`src/sv/gipl_pkg.sv`:
```
// gipl_pkg: shared types, constants and helpers for the increasing path block
// used by gipl_cell, gipl_linestore and grid_increasing_path_length_top
package gipl_pkg;

   localparam int VAL_W   = 32;
   localparam int LEN_W   = 12;
   localparam int WIDTH_W = 11;
   localparam int ADDR_W  = 3;

   typedef logic signed [VAL_W-1:0] val_type;
   typedef logic signed [LEN_W-1:0] len_type;

   // one line store entry: value and path length of a cell
   typedef struct packed {
      val_type value;
      len_type length;
   } entry_type;

   localparam len_type NO_PATH     = -12'sd1;
   localparam len_type LEN_ONE     = 12'sd1;
   localparam len_type LEN_MAX     = 12'sd2047;
   localparam logic [WIDTH_W-1:0] ROW_WIDTH_RESET = 11'd1024;

   // csr register indexes, taken from paddr bit 2
   localparam logic REG_ROW_WIDTH = 1'b0;

   // length reached through a neighbor, or best if that neighbor does not improve it
   function automatic len_type extend_from(entry_type prev, val_type v, len_type best);
      len_type cand;
      len_type res;
      res = best;
      cand = (prev.length >= LEN_MAX) ? LEN_MAX : len_type'(prev.length + LEN_ONE);
      if (prev.length != NO_PATH && prev.value < v && cand > best) begin
         res = cand;
      end
      return res;
   endfunction

endpackage

```
`src/sv/gipl_cell.sv`:
```
// gipl_cell: path length of one cell from its upper and left neighbors
// depends on gipl_pkg for entry types and extend_from
module gipl_cell
   import gipl_pkg::*;
(
   input  val_type    cell_value,
   input  logic       first_row,
   input  logic       first_col,
   input  entry_type  above,
   input  entry_type  left,
   output len_type    path_length
);

   len_type from_above;
   len_type from_left;

   // best of the two neighbors, top-left corner starts a path of one cell
   always_comb begin
      from_above = first_row ? NO_PATH : extend_from(above, cell_value, NO_PATH);
      from_left  = first_col ? from_above : extend_from(left, cell_value, from_above);
      if (first_row && first_col) begin
         path_length = LEN_ONE;
      end else begin
         path_length = from_left;
      end
   end

endmodule

```
`config.mk`:
```
export PLATFORM = sky130hd
export DESIGN_NAME = gipl_cell
export DESIGN_NICKNAME = d
export VERILOG_FILES = /design/src/sv/gipl_pkg.sv /design/src/sv/gipl_cell.sv
export SDC_FILE = /design/constraint.sdc
export NUM_CORES = 1
export LEC_CHECK = 0
export BUFFER_PORTS_ARGS = -buffer_cell sky130_fd_sc_hd__buf_2
export CAP_MARGIN = 10
export CORE_MARGIN = 2
export CORE_UTILIZATION = 43
export DETAILED_ROUTE_END_ITERATION = 6
export PLACE_DENSITY = 0.83
export RECOVER_POWER = 25
export SLEW_MARGIN = 20
export SYNTH_ARGS = -nofsm -noshare
export SYNTH_HDL_FRONTEND = slang
export SYNTH_SLANG_ARGS = --single-unit
export TNS_END_PERCENT = 50
```
`constraint.sdc`:
```
create_clock -name vclk -period 5.2
set_input_delay 0.78 -clock vclk [all_inputs]
set_output_delay 0.78 -clock vclk [all_outputs]
set_load 0.02 [all_outputs]
```
==> metrics.md <==
| Metric | Value |
|---|---|
| Worst Hold Launch | `above[0]` |
| Gr usage total | `26.0%` |
| Reg area | `0 um^2` |
| Syn nets | `538` |
| Antenna diode count | `0` |
| Crit share post-route | `108%` |
| Core Area | `about 5500 um^2` |
| DR pass1 iterations | `4` |
| Leak pwr | `about 2.1 nW` |
| Crit Path Max Fanout | `14` |
| Ratio of cells with drive above 1 in the final layout | `a little under half` |
| Tot Pwr | `0.000353 W` |
| Synthesis-to-layout area growth | `60.0%` |
| # DRC | `0` |
| Worst-margin pin slew | `approximately 0.76 ns` |
| Cell count after synthesis | `340` |
| Number of nets with antenna violations after routing | `0` |
| Initial Util | `44.5%` |
| Grt ovf | `0` |
| DP Wirelength | `between 7000 and 8000 um` |
| HP Class | `input pin to output pin` |
| Nets | `725` |
| Status | `finished, violations left` |
| Worst path arrival time | `approximately 4.9 ns` |
| Mapped cell area | `approximately 2400 um^2` |
| Avg Synthesized Cell Area | `between 7 and 8 um^2` |
| Die X | `just under 80 um` |
| Critical Path Slowest Stage Cell | `or3_4` |
| Post-route worst setup slack | `-0.431 ns` |
| Drt initial violations | `118` |
| Global-route wire length before repair | `13700 um` |
| Largest net degree at the start of global routing | `15` |
| Final setup viols | `12` |
| Num ports | `134` |
| Chip height | `between 70 and 80 um` |
| Area post-placement | `3640 um^2` |
| Crit-path max cell delay | `about 0.36 ns` |
| Clock period minus worst slack | `between 5 and 6 ns` |
| Routability cong. | `between 0.8 and 0.9` |
| Via count | `roughly 3200` |
| Max Clk Rate | `around 180 MHz` |
| Vias/cell | `roughly 5.4` |
| Worst-path cell chain | `buf_6 -> inv_4 -> ha_4 -> a211oi_2 -> nor2_1 -> a211o_1 -> a311o_1 -> a21oi_2 -> xor2_1 -> nor3_2 -> buf_4 -> and2_1 -> ha_1 -> nand3_1 -> or3_4 -> a21oi_2 -> a21oi_2 -> mux2i_2 -> buf_4 -> buf_12 -> o21ai_1 -> a31oi_1 -> buf_4` |
| Post-DR wirelength/cell | `roughly 14 um` |
| Seq_cells | `0` |
| Vias in the first global route | `between 3000 and 4000` |
| Final Max Slew Viols | `0` |
| Slew margin rel. | `a little under half` |
| Final wirelength | `around 8500 um` |
| # Max-Cap Violations | `0` |
| Maximum vdd drop | `around 0.043 mV` |
| Failing checks | `negative setup slack` |
| Worst EP required | `roughly 4.4 ns` |
| Yosys cell types | `50` |
| Startpoint Class | `input pin` |
| Row cnt | `27` |
| Hold Fails Final Rpt | `0` |
| Worst slack, placed | `-0.393 ns` |
| Antenna violations before repair | `0` |
| Number of clock buffers in the layout | `0` |
| P per Cell Area | `between 90 and 100 nW/um^2` |
| Worst setup EP type | `output pin` |
| RSZ-0062 raised after global routing | `yes` |
| Setup TNS | `-4.70 ns` |
| Setup CP Type | `input pin to output pin` |
| Die area | `around 6300 um^2` |
| Number of synthesis warnings | `0` |
| IO Port Bufs | `about 130` |
| Post-synthesis sequential area ratio | `0%` |
| Worst Setup SP | `cell_value[13]` |
| Fin area | `3920 um^2` |
| Hold Buf Count CTS | `0` |
==> power breakdown <==
part	internal, W	switching, W	total (W)	leakage [nW]
logic	0.000178	0.000175	0.000353	2.12
clock network	0	0	0	0
registers	0	0	0	0
==> area by class of cell <==
class	instances	area (um^2)
inverters	37	141
well taps	72	90.1
multi-input cells	298	2490
repair buffers	190	1190
fillers	458	1590
==> what timing repair did <==
item                       CTS  global route
gates resized for setup     25            19
buffers inserted             5             0
gates cloned                 1             1
pin swaps                    8             6
setup endpoints to repair   12            12
==> worst max-delay path: cells and delay by family <==
family,cells,cell delay (ns)
muxes,1,0.19
adders and majority gates,2,0.52
and+or+nand+nor,5,0.81
xor gates and xnor gates,1,0.23
buffers and inverters,6,0.84
AOI/OAI and AO/OA,8,1.48
==> cell usage in the layout, fill, tap and decap left out, types with 3 or more instances in the layout <==
cell type  count
a21o_1         5
a21oi_1       22
a21oi_2        8
a221oi_2       3
a31oi_1        3
a31oi_2        8
and2_1         7
and3_1         7
and4_1         4
buf_2        120
buf_4         64
buf_6          3
ha_1          69
ha_4           7
inv_1         30
inv_2          6
nand2_1       37
nand2b_1       5
nand3_1       11
nand4_1        9
nor2_1        15
o211ai_1       3
o21a_1         3
o21ai_0        8
o21ai_1       11
o21ai_2        4
xnor2_1        7
xor2_1        10
==> routing by layer <==
layer	global-route usage, %	share of wire (%)
met2	52.1	52
met3	1.81	4.9
met5	0	0
met4	6.90	2.7
met1	28.8	40
==> worst paths after layout <==
check | to | cells after the start
hold / removal | path_length[0] | 4
setup / recovery | path_length[3] | 23
==> logic make-up after synthesis <==
logic type                 Yosys count  share of synthesized area (%)
AOI/OAI and AO/OA                   92                           24.3
xor gates and xnor gates            17                           6.08
adders and majority gates           76                           38.8
buffers and inverters               42                           7.00
muxes                                1                          0.562
and+or+nand+nor                    112                           23.3
==> synthesized netlist by cell type (all sizes together), types with 5 or more instances <==
cell type / count / area, um^2
xor2: 10 / 87.6
o21ai: 23 / 115
a21oi: 30 / 158
a31oi: 11 / 75.1
nand2b: 5 / 31.3
a21o: 5 / 37.5
nor2: 16 / 60.1
and2: 9 / 56.3
nand3: 12 / 60.1
inv: 37 / 139
and3: 8 / 50.1
ha: 76 / 951
xnor2: 7 / 61.3
nand2: 37 / 139
nand4: 9 / 56.3
==> per-stage QoR <==
stage	util, %	hold slack (ns)	instances
floorplan	-	1.69	340
global placement	66.2	2.00	590
detailed placement	66.2	2.00	590
CTS	69.6	2.00	596
global route	71.1	2.03	597
finish	71.1	2.01	597
No activity file was read; power rests on OpenSTA's default activity.
